[src/hw/rtl/spq_pkg.sv]
`default_nettype none

package spq_pkg;

    localparam int DEPTH = 8;
    localparam int CNT_W = $clog2(DEPTH + 1);
    localparam int DATA_W = 32;
    localparam int PRIO_W = 8;
    localparam int STAT_W = 2;
    localparam int OCC_W = 4;

    localparam logic CMD_ENQUEUE = 1'b0;
    localparam logic CMD_DEQUEUE = 1'b1;

    localparam logic [STAT_W-1:0] ST_OK    = 2'd0;
    localparam logic [STAT_W-1:0] ST_FULL  = 2'd1;
    localparam logic [STAT_W-1:0] ST_EMPTY = 2'd2;

    typedef struct packed {
        logic [DATA_W-1:0] data;
        logic [PRIO_W-1:0] prio;
    } t_entry;

    // per-cycle command broadcast to every cell
    typedef struct packed {
        logic enq;  // enqueue that will be stored
        logic deq;  // dequeue that removes the head
    } t_cell_ctl;

endpackage

`default_nettype wire

[src/hw/rtl/sorted_priority_queue.sv]
// channel   | direction | strobe / handshake        | payload
// ----------+-----------+---------------------------+------------------------------------------
// request   | in        | start high, busy low      | i_cmd, i_item_data, i_item_priority
// result    | out       | o_valid high for 1 cycle  | o_out_data, o_out_priority, o_status,
//           |           |                           | o_occupancy
//
// one request per cycle, result appears on the cycle after the request edge
// every cell compares and shifts in parallel, so busy never rises
// reset clears the entry count and the result strobe, cell contents stay as they are
// the receiver cannot stall: each result is shown for exactly one cycle
`default_nettype none

module sorted_priority_queue
    import spq_pkg::*;
(
    input  wire                      i_clk,
    input  wire                      i_rst_n,
    input  wire                      start,
    output logic                     busy,
    input  wire                      i_cmd,
    input  wire signed [DATA_W-1:0]  i_item_data,
    input  wire        [PRIO_W-1:0]  i_item_priority,
    output logic                     o_valid,
    output logic signed [DATA_W-1:0] o_out_data,
    output logic        [PRIO_W-1:0] o_out_priority,
    output logic        [STAT_W-1:0] o_status,
    output logic        [OCC_W-1:0]  o_occupancy
);

    logic [CNT_W-1:0] r_count;
    logic [CNT_W-1:0] n_count;

    logic              r_valid;
    logic [DATA_W-1:0] r_data;
    logic [DATA_W-1:0] n_data;
    logic [PRIO_W-1:0] r_prio;
    logic [PRIO_W-1:0] n_prio;
    logic [STAT_W-1:0] r_status;
    logic [STAT_W-1:0] n_status;
    logic [OCC_W-1:0]  r_occ;

    logic      w_accept;
    logic      w_full;
    logic      w_empty;
    t_cell_ctl w_ctl;
    t_entry    w_new;
    t_entry    w_zero;
    t_entry    w_entry [DEPTH];
    logic      w_lower [DEPTH];
    logic [CNT_W+OCC_W-1:0] w_count_ext;

    assign busy     = 1'b0;
    assign w_accept = start && !busy;
    assign w_full   = (r_count == CNT_W'(DEPTH));
    assign w_empty  = (r_count == '0);

    assign w_ctl.enq = w_accept && (i_cmd == CMD_ENQUEUE) && !w_full;
    assign w_ctl.deq = w_accept && (i_cmd == CMD_DEQUEUE) && !w_empty;

    assign w_new.data = i_item_data;
    assign w_new.prio = i_item_priority;
    assign w_zero     = '0;

    // chain of cells, slot 0 holds the head of the queue
    for (genvar i = 0; i < DEPTH; i++) begin : g_cell
        spq_cell u_cell (
            .i_clk        (i_clk),
            .i_ctl        (w_ctl),
            .i_valid      (r_count > CNT_W'(i)),
            .i_new        (w_new),
            .i_left       ((i == 0) ? w_zero : w_entry[(i == 0) ? 0 : i - 1]),
            .i_left_lower ((i == 0) ? 1'b0 : w_lower[(i == 0) ? 0 : i - 1]),
            .i_right      ((i == DEPTH - 1) ? w_zero
                                            : w_entry[(i == DEPTH - 1) ? i : i + 1]),
            .o_entry      (w_entry[i]),
            .o_lower      (w_lower[i])
        );
    end

    // count and result for this request
    always_comb begin
        n_count  = r_count;
        n_data   = '0;
        n_prio   = '0;
        n_status = ST_OK;
        if (i_cmd == CMD_DEQUEUE) begin
            if (w_empty) begin
                n_status = ST_EMPTY;
            end else begin
                n_data  = w_entry[0].data;
                n_prio  = w_entry[0].prio;
                n_count = r_count - CNT_W'(1);
            end
        end else begin
            if (w_full) begin
                n_status = ST_FULL;
            end else begin
                n_count = r_count + CNT_W'(1);
            end
        end
    end

    // occupancy reports the low bits of the count
    assign w_count_ext = (CNT_W + OCC_W)'(n_count);

    always_ff @(posedge i_clk) begin
        if (!i_rst_n) begin
            r_count <= '0;
            r_valid <= 1'b0;
        end else begin
            r_valid <= w_accept;
            if (w_accept) begin
                r_count <= n_count;
            end
        end
    end

    // result payload, no reset needed
    always_ff @(posedge i_clk) begin
        if (w_accept) begin
            r_data   <= n_data;
            r_prio   <= n_prio;
            r_status <= n_status;
            r_occ    <= w_count_ext[OCC_W-1:0];
        end
    end

    assign o_valid        = r_valid;
    assign o_out_data     = r_data;
    assign o_out_priority = r_prio;
    assign o_status       = r_status;
    assign o_occupancy    = r_occ;

    // occupancy never passes the number of cells
    a_count_range: assert property (@(posedge i_clk) disable iff (!i_rst_n)
        r_count <= CNT_W'(DEPTH))
        else $error("entry count above depth");

    // one result for each accepted request, on the next cycle
    a_result_strobe: assert property (@(posedge i_clk) disable iff (!i_rst_n)
        w_accept |=> o_valid)
        else $error("missing result strobe");

    a_no_spurious: assert property (@(posedge i_clk) disable iff (!i_rst_n)
        !w_accept |=> !o_valid)
        else $error("result without request");

    // dequeue on an empty queue reports empty and keeps the count
    a_empty_deq: assert property (@(posedge i_clk) disable iff (!i_rst_n)
        (w_accept && (i_cmd == CMD_DEQUEUE) && w_empty)
            |=> (o_status == ST_EMPTY) && (r_count == '0))
        else $error("bad empty dequeue result");

    // head is never below its successor
    a_sorted_head: assert property (@(posedge i_clk) disable iff (!i_rst_n)
        (r_count >= CNT_W'(2)) |-> (w_entry[0].prio >= w_entry[1].prio))
        else $error("queue head out of order");

endmodule

`default_nettype wire

[src/hw/rtl/spq_cell.sv]
`default_nettype none

module spq_cell
    import spq_pkg::*;
(
    input  wire        i_clk,
    input  t_cell_ctl  i_ctl,
    input  wire        i_valid,
    input  t_entry     i_new,
    input  t_entry     i_left,
    input  wire        i_left_lower,
    input  t_entry     i_right,
    output t_entry     o_entry,
    output logic       o_lower
);

    t_entry r_entry;
    t_entry n_entry;

    // empty slot or strictly lower priority: new entry goes at or before here
    assign o_lower = !i_valid || (r_entry.prio < i_new.prio);

    always_comb begin
        n_entry = r_entry;
        if (i_ctl.enq) begin
            if (i_left_lower) begin
                n_entry = i_left;
            end else if (o_lower) begin
                n_entry = i_new;
            end
        end else if (i_ctl.deq) begin
            n_entry = i_right;
        end
    end

    always_ff @(posedge i_clk) begin
        r_entry <= n_entry;
    end

    assign o_entry = r_entry;

endmodule

`default_nettype wire
[config.mk]
export PLATFORM = sky130hd
export DESIGN_NAME = sorted_priority_queue
export DESIGN_NICKNAME = d
export VERILOG_FILES = /design/src/hw/rtl/spq_pkg.sv /design/src/hw/rtl/sorted_priority_queue.sv /design/src/hw/rtl/spq_cell.sv
export SDC_FILE = /design/constraint.sdc
export NUM_CORES = 1
export LEC_CHECK = 0
export BUFFER_PORTS_ARGS = -buffer_cell sky130_fd_sc_hd__buf_2
export CORE_MARGIN = 1.5
export CORE_UTILIZATION = 55
export CTS_BUF_LIST = sky130_fd_sc_hd__clkbuf_8
export DETAILED_ROUTE_END_ITERATION = 12
export GPL_TIMING_DRIVEN = 1
export MAX_ROUTING_LAYER = met4
export PLACE_DENSITY = 0.73
export SLEW_MARGIN = 20
export SYNTH_ARGS = -nofsm -noshare
export SYNTH_HDL_FRONTEND = slang
export SYNTH_SLANG_ARGS = --single-unit
[constraint.sdc]
create_clock -name i_clk -period 7.2 [get_ports i_clk]
set_clock_uncertainty 0.2 [all_clocks]
set_input_delay 1.44 -clock i_clk [delete_from_list [all_inputs] [get_ports i_clk]]
set_output_delay 1.44 -clock i_clk [all_outputs]
set_load 0.05 [all_outputs]
# [After elaboration in Yosys (flattened, before gate mapping)]
# Cells that the tools add are included.
[classes] reduce_logical=33 n_eq_ne=9 mux=37 magnitude_cmp=16 addsub=2 bitwise=1
[op_table] op="40-bit two-way mux" n=31
[op_table] op="8-bit less-than comparator" n=8
[op_table] op="3-bit by 1-bit != test with 1-bit output (second input constant)" n=6
[op_table] op="4-bit by 3-bit greater-than comparator with 1-bit output (second input constant)" n=4
[op_table] op="2-bit AND reduction" n=8
[op_table] op="4-bit two-way mux" n=3
[op_table] op="1-bit zero test" n=10
[op_table] op="4-bit by 1-bit greater-than comparator with 1-bit output (second input constant)" n=2
[op_table] op="4-bit by 2-bit greater-than comparator with 1-bit output (second input constant)" n=2
[op_table] op="1-bit logical OR" n=8
[op_table] op="4-bit by 1-bit adder with 4-bit output (second input constant)" n=1
[op_table] op="4-bit equality test (second input constant)" n=1
[op_table] op="1-bit logical AND" n=4
[op_table] op="4-bit zero test" n=1
[op_table] op="2-bit two-way mux" n=2
[op_table] op="4-bit by 1-bit subtractor with 4-bit output (second input constant)" n=1
[op_table] op="3-bit by 2-bit != test with 1-bit output (second input constant)" n=1
[op_table] op="2-bit != test (second input constant)" n=1
[op_table] op="2-bit nonzero test" n=1
[op_table] op="2-bit OR reduction" n=1
[op_table] op="1-bit two-way mux" n=1
[op_table] op="1-bit NOT" n=1
[word_totals] reg_bits=371 wordCells=120 output_inout_bits=48

# [Logic depth before layout (Yosys ltp)]
# Gate-level depths: netlist (run 1).
[logic_depth] word_depth=6 mapped_depth=11 depth_no_buf=7

# [By module]
# From an unflattened synthesis (run 1), not the netlist that was laid out.
[hier_totals] cells_unflattened=1787 hier_area_um2=19984.2
[by_module_without_submodules] module="spq_cell" n_inst=8 area_per_inst_um2=2224.6 cells_per_inst=203
[by_module_without_submodules] module="sorted_priority_queue" n_inst=1 area_per_inst_um2=2187.1 cells_per_inst=163

# [Worst setup path after synthesis (run 1)]
# No wires, ideal clock.
[synth_path] path_kind="input-to-reg" from="input port i_item_priority[5]" to="register g_cell[2].u_cell.r_entry (netlist bit g_cell[2].u_cell.o_entry[0]), enable pin" required_ns=6.540 t_arrival_ns=4.921 path_slack_ns=1.619 n_path_buf=1 cell_stages=7 cell_sequence="inv_1 > ha_1 > a211o_1 > o211ai_1 > o311ai_1 > clkbuf_1 > a41oi_1"
[synth_between] elab_chain_len=4 word_cells_on_any_way=6 classes_between="order compare (2); eq/ne (1); reduce/logical (3)"
[synth_lines] element="start: declaration" line_no="sorted_priority_queue.sv:22" source="input wire [PRIO_W-1:0] i_item_priority,"
[synth_lines] element="8-bit less-than comparator" line_no="spq_cell.sv:21" source="assign o_lower = !i_valid || (r_entry.prio < i_new.prio);"
[synth_lines] element="1-bit logical OR" line_no="spq_cell.sv:21"
[synth_lines] element="3-bit by 1-bit != test with 1-bit output (no line) *"
[synth_lines] element="2-bit AND reduction (no line) *"
[synth_lines] element="end signal: assignment" line_no="spq_cell.sv:37" source="r_entry <= n_entry;"
[synth_lines] element="end: declaration" line_no="spq_cell.sv:17" source="t_entry r_entry;"
# Every way passes the cells marked *; elsewhere a longest branch is shown, timed or not.
# A chain may end at the register's enable or synchronous reset.

# [Worst setup path in the final report (run 1)]
[layout_path] from="input port i_item_priority[2]" to="register g_cell[5].u_cell.r_entry (netlist bit g_cell[5].u_cell.o_entry[21]), enable pin"
[layout_between] elab_chain_len=4 word_cells_on_any_way=6 classes_between="order compare (2); eq/ne (1); reduce/logical (3)"
[layout_lines] element="8-bit less-than comparator" line_no="spq_cell.sv:21"
[layout_lines] element="1-bit logical OR" line_no="spq_cell.sv:21"
[layout_lines] element="3-bit by 1-bit != test with 1-bit output (no line) *"
[layout_lines] element="2-bit AND reduction (no line) *"
[layout_lines] element="end signal: assignment" line_no="spq_cell.sv:37"
[layout_lines] element="end: declaration" line_no="spq_cell.sv:17"
# Marks and branches as above.

==> results of run 1 <==
layer usage:
layer | routed length (um) | global-route usage (%)
met5 | 0 | -
met4 | 3090 | 17.0
met3 | 8970 | 8.51
met2 | 28300 | 52.6
met1 | 23600 | 47.7
power by group through the flow:
stage / clock, mW / combinational [mW] / sequential (mW)
floorplan: 0 / 0.951 / 3.05
global placement: 0 / 1.61 / 3.01
detailed placement: 0 / 1.65 / 3.01
CTS: 1.74 / 1.65 / 2.98
global route: 1.82 / 1.81 / 3.01
finish: 1.72 / 1.72 / 2.99
synth_stat cells (3+ instances only):
master	instances
edfxtp_1	366
nor2_1	218
a21oi_1	214
nand2_1	211
a31oi_1	210
o21ai_0	208
clkbuf_1	107
ha_1	60
buf_2	54
o211ai_1	48
and3_1	41
mux2i_1	41
nand3_1	41
inv_1	16
a211o_1	10
buf_1	10
nand2b_1	7
nand4_1	6
o311a_1	6
dfxtp_1	5
nor2b_1	5
o311ai_1	5
and2_1	4
buf_12	4
a211oi_1	3
sequential cells by signal, indices dropped and copies added, names as in the netlist:
name and cells:
g_cell.u_cell.o_entry 320, o_occupancy 4, o_out_data 32, o_out_priority 8
o_status 2, o_valid 1, r_count 4
kinds of logic (layout without fill, tap and decap cells):
| family | count (synthesis) | count (layout) | share of synthesized area (%) |
|---|---|---|---|
| compound gates | 717 | 717 | 21.0 |
| xor+xnor | 3 | 3 | 0.134 |
| fa+ha+maj | 60 | 60 | 3.84 |
| buf+inv | 194 | 254 | 4.50 |
| flops | 371 | 371 | 56.7 |
| mux | 41 | 41 | 2.10 |
| other cells | 1 | 4 | 0.0192 |
| simple gates | 544 | 544 | 11.7 |
worst max path at each step:
stage	slack, ps	from	endpoint	cells past startpoint
global placement	2280	i_item_priority[2]	g_cell[5].u_cell.o_entry[37]	9
finish	2850	i_item_priority[2]	g_cell[5].u_cell.o_entry[21]	9
floorplan	1620	i_item_priority[5]	g_cell[2].u_cell.o_entry[0]	7
CTS	2930	i_item_priority[2]	g_cell[5].u_cell.o_entry[37]	9
detailed placement	2220	i_item_priority[2]	g_cell[5].u_cell.o_entry[36]	9
global route	2800	i_item_priority[2]	g_cell[0].u_cell.o_entry[2]	9
stage by stage:
| stage | instance area [um^2] | util (%) |
|---|---|---|
| finish | 21500 | 61.7 |
| CTS | 21400 | 61.6 |
| global route | 21500 | 61.7 |
| global placement | 20300 | 58.5 |
| detailed placement | 20300 | 58.5 |
| floorplan | 19600 | - |
critical path: cells and delay by family:
kind	cells	cell delay (ps)
AOI/OAI and AO/OA	4	1680
adders and majority gates	1	300
buffers and inverters	3	910
and+or+nand+nor	1	100
layout make-up:
class                      instances  area, um^2
clock buffer                      62         853
timing repair buffer             126         771
fill                            2853       13300
sequential                       371       11100
antenna                            3        7.51
multi-input combinational       1366        7870
tap                              455         569
clock inverter                    50         245
inverter                          16        60.1
==> metrics.txt, run 1 <==
status=finished clean; post-synthesis net count=2035; Placement Setup Slack=2220 ps; Reg-to-Reg End=g_cell[4].u_cell.o_entry[12]; Worst VDD drop=0.000174 V; PostCTS Resize Cnt=0; Root Driver=clkbuf_8; Worst Path Arrival=4450 ps; switching share of power=36.7%; slowest CP cell=a31oi_4; crit path cell chain=buf_2, inv_1, ha_1, a211o_1, a31oi_1, o311a_2, nor2_1, a31oi_4, buf_4; Reg-to-Reg Start=r_count[1]; CTS max path bufs=3; RSZ-0062 raised after global routing=no; critical path class=in -> reg; # setup viols final=0; area share of the largest cell type after synthesis=56.2%; commonest non-fill, non-tap cell in the layout=edfxtp_1; total power=6.43 mW; Worst slew margin=20.3%; die height=192 um; total core area=34800 um^2; Total Wirelength=64000 um; Initial Util=56.2%; largest net degree at the start of global routing=211; hold depth=2; Worst Hold Slack=323 ps; Final Critical Period=4350 ps; CTS tree=done; drt first-iter violations=2617; die area=36700 um^2; Comb power frac=26.8%; Post-synth ARST share=0%; Area Growth Syn to Fin=9.75%; I/O Pins=92; FP Rows=68; Pwr Density=299 nW/um^2; hold bufs inserted after CTS=0; Worst EP required=7300 ps; Synth Instances=1931; final std cells w/o fill=2449; share of cells above drive strength 1=11.7%; r2r setup slk=3180 ps; Fin. Hold Viols=0; Fmax=230 MHz; Pint=4.07 mW; Synth Cell Area=19600 um^2; Setup WS post-layout=2850 ps; Die Wd=192 um; count of cell types in the netlist=49; P_leak=8.19 nW; Clock Sinks=371; vias in the first global route=15890; Slew @ Worst Pin=1200 ps; Avg WL per Cell=26.1 um; GP Congestion=0.981; CP endpoint kind=register; Placed Instances=2333; post-DP HPWL=35600 um; FF+latch count, synth=371; reg2reg path depth=8; Min-Delay Endpoint=g_cell[0].u_cell.o_entry[27]; post-synthesis sequential area ratio=56.7%; sequential share of power=46.4%; Clk Latency, worst-skew pair=670 ps; drt pass-1 iters=7; Post-synth top flop=edfxtp_1; antenna viol nets, final=0; gr usage total=36.0%; # nets final=2046; Remaining DRCs=0; Final TNS setup=0 ps; Psw=2.36 mW; post-synth top area cell=edfxtp_1; Final Max Tran Viols=0; drt via density=6.92; Clock power frac=26.8%; # H-tree levels=2; CTS Buf Count=61; initial antenna violation count=3; Avg Cell Area, Syn=10.1 um^2; CP peak stage delay=770 ps; IO Port Bufs=90; grt ovf=0; DR vias=16945; postcts setup bufs=0; EDFF count, synth=366; CP Max Fanout=23; first-pass GRT wire length=95800 um; commonest non-fill, non-tap cells in the layout=edfxtp_1 (366), nor2_1 (218), nand2_1 (210), a21oi_1 (210), o21ai_0 (208); Max-Cap Viols=0; yosys warns=0; HP Class=reg -> reg; hold_sp=g_cell[1].u_cell.o_entry[27]; synth top area cells=edfxtp_1 (56%), a31oi_1 (6.7%), a21oi_1 (5.5%); period utilisation layout=60.4%; Reg clk slew, reported paths=70 ps; crit path launch type=input port
Power figures use the tool's default switching activity.
==> run 2, diff against run 1 <==
- ABC_AREA: default -> 1
- PLACE_DENSITY: 0.73 -> 0.72
- clock period: 7.2 -> 4.2 ns (I/O delays scaled with it)
==> metrics.txt, run 2 <==
status=finished clean; FF+latch count, synth=371; post-synthesis sequential area ratio=52.9%; PostCTS Resize Cnt=0; GP Congestion=0.885; slowest CP cell=dfxtp_1; most common cell in the netlist=nand2_1; CTS Buf Count=66; drt via density=5.70; hold bufs inserted after CTS=0; CTS tree=done; commonest non-fill, non-tap cell in the layout=nand2_1; Pwr Density=466 nW/um^2; Setup WS post-layout=810 ps; drt pass-1 iters=5; Initial Util=55.8%; commonest cells in the netlist=nand2_1 (901), nand3_1 (524), edfxtp_1 (366); share of cells above drive strength 1=9.10%; synth top area cells=edfxtp_1 (52%), nand2_1 (16%), nand3_1 (13%); # H-tree levels=3; area share of the largest cell type after synthesis=52.4%; Slew @ Worst Pin=988 ps; total core area=37600 um^2; CTS max path bufs=3; Final TNS setup=0 ps; postcts setup bufs=0; CP endpoint kind=register; antenna viol nets, final=0; Worst Path Arrival=3510 ps; IO Port Bufs=90; Fillers=3348; post-DP HPWL=33700 um; critical path class=reg -> reg; commonest non-fill, non-tap cells in the layout=nand2_1 (897), nand3_1 (524), edfxtp_1 (366), inv_1 (314), nor2_1 (99); Post-synth top flop=edfxtp_1; die area=39300 um^2; Worst VDD drop=0.000278 V; drt first-iter violations=1991; initial antenna violation count=0; Placement Setup Slack=441 ps; HP Class=in -> reg; crit path cell chain=inv_2, ha_1, nand3_2, nand2_8, inv_8, nand2_1, nand3b_1, nand2_1, clkinv_1, buf_12; Clock Sinks=371; EDFF count, synth=366; DR vias=18079; Post-synth ARST share=0%; Synth Instances=2572; post-synth top area cell=edfxtp_1; count of cell types in the netlist=32; Final Critical Period=3390 ps; Max-Cap Viols=0; Final Max Tran Viols=0; Worst slew margin=34.1%; vias in the first global route=17539; Synth Cell Area=21000 um^2; largest net degree at the start of global routing=172; Clk Latency, worst-skew pair=610 ps; Reg clk slew, reported paths=60 ps; RSZ-0062 raised after global routing=no; Remaining DRCs=0; P_leak=11.0 nW; total power=10.7 mW; Worst EP required=4330 ps; gr usage total=32.2%; Die Wd=198 um; number of flip-flops in the largest register=320; Total Wirelength=60000 um; Avg Cell Area, Syn=8.15 um^2; Core Util, Final=61.2%; crit path launch type=register; FP Rows=71; Placed Instances=3062; post-synthesis net count=2676; # nets final=2723; Area Growth Syn to Fin=9.61%; Fin. Hold Viols=0; Fmax=295 MHz; first-pass GRT wire length=95500 um; Root Driver=clkbuf_8; final std cells w/o fill=3171; die height=198 um; period utilisation layout=80.7%; # setup viols final=0; I/O Pins=92; grt ovf=0; Avg WL per Cell=18.9 um; yosys warns=0; CP Max Fanout=62; CP peak stage delay=530 ps; Crit path top cell by count=nand2_1
run 2: cell count changes after synthesis, moves of 9 or more:
cell	delta
nand2_1	+690
inv_1	+283
inv_2	+9
a211o_1	-10
buf_2	+17
o211ai_1	-48
a31oi_1	-210
nor2_1	-116
mux2i_1	-41
clkbuf_1	-42
a21oi_1	-147
and3_1	-41
o21ai_0	-161
nand3_1	+483
run 2: critical path, delay by kind of cell (launching register included):
kind                       cells  cell delay [ps]
adders and majority gates      1              310
buffers and inverters          4             1200
DFF                            1              530
and+or+nand+nor                5              790
run 2: cell families (layout without fill, tap and decap cells):
logic type | after synthesis | count (layout) | synth area share [%]
compound gates | 128 | 128 | 3.22
xor+xnor | 2 | 2 | 0.0835
fa+ha+maj | 60 | 60 | 3.58
buf+inv | 474 | 561 | 9.40
flops | 371 | 371 | 52.9
mux | 1 | 1 | 0.0537
other cells | 1 | 2 | 0.0179
simple gates | 1535 | 1535 | 30.8
run 2: power breakdown:
group | leakage (nW) | switching (mW) | internal (mW)
registers | 3.62 | 0.226 | 4.71
logic | 6.70 | 1.92 | 0.696
clock network | 0.664 | 1.52 | 1.65
total | 11.0 | 3.66 | 7.05
run 2: final cells by class:
type,count,area (um^2),area share (%)
sequential,371,11100,48.2
multi-input combinational,1727,8000,34.8
inverter,315,1190,5.18
clock buffer,70,963,4.19
timing repair buffer,138,898,3.91
tap,511,639,2.78
clock inverter,38,205,0.893
antenna,1,2.50,0.0109
run 2: final timing paths:
path	endpoint	slack, ps	depth (start not counted)	start
worst max register to register	g_cell[7].u_cell.o_entry[23]	810	10	r_count[0]
worst min register to register	g_cell[6].u_cell.o_entry[25]	320	2	g_cell[7].u_cell.o_entry[25]
worst max-delay path	g_cell[7].u_cell.o_entry[23]	810	10	r_count[0]
worst min-delay path	o_valid	280	3	i_rst_n
run 2: layer usage:
metal	global-route usage, %	wire length, um	part of all wire, %	vias up
li1	-	-	-	8481
met1	42.6	24800	41	8459
met2	49.5	27600	46	985
met3	6.10	5990	10	154
met4	11.5	1640	2.7	0
met5	-	0	0	-
run 2: stage by stage:
| stage | hold slack (ps) | instance area, um^2 |
|---|---|---|
| after global placement | 299 | 21800 |
| after floorplan | 295 | 21000 |
| after detailed placement | 306 | 21800 |
| after CTS | 262 | 23000 |
| after global routing | 287 | 23000 |
| final | 285 | 23000 |
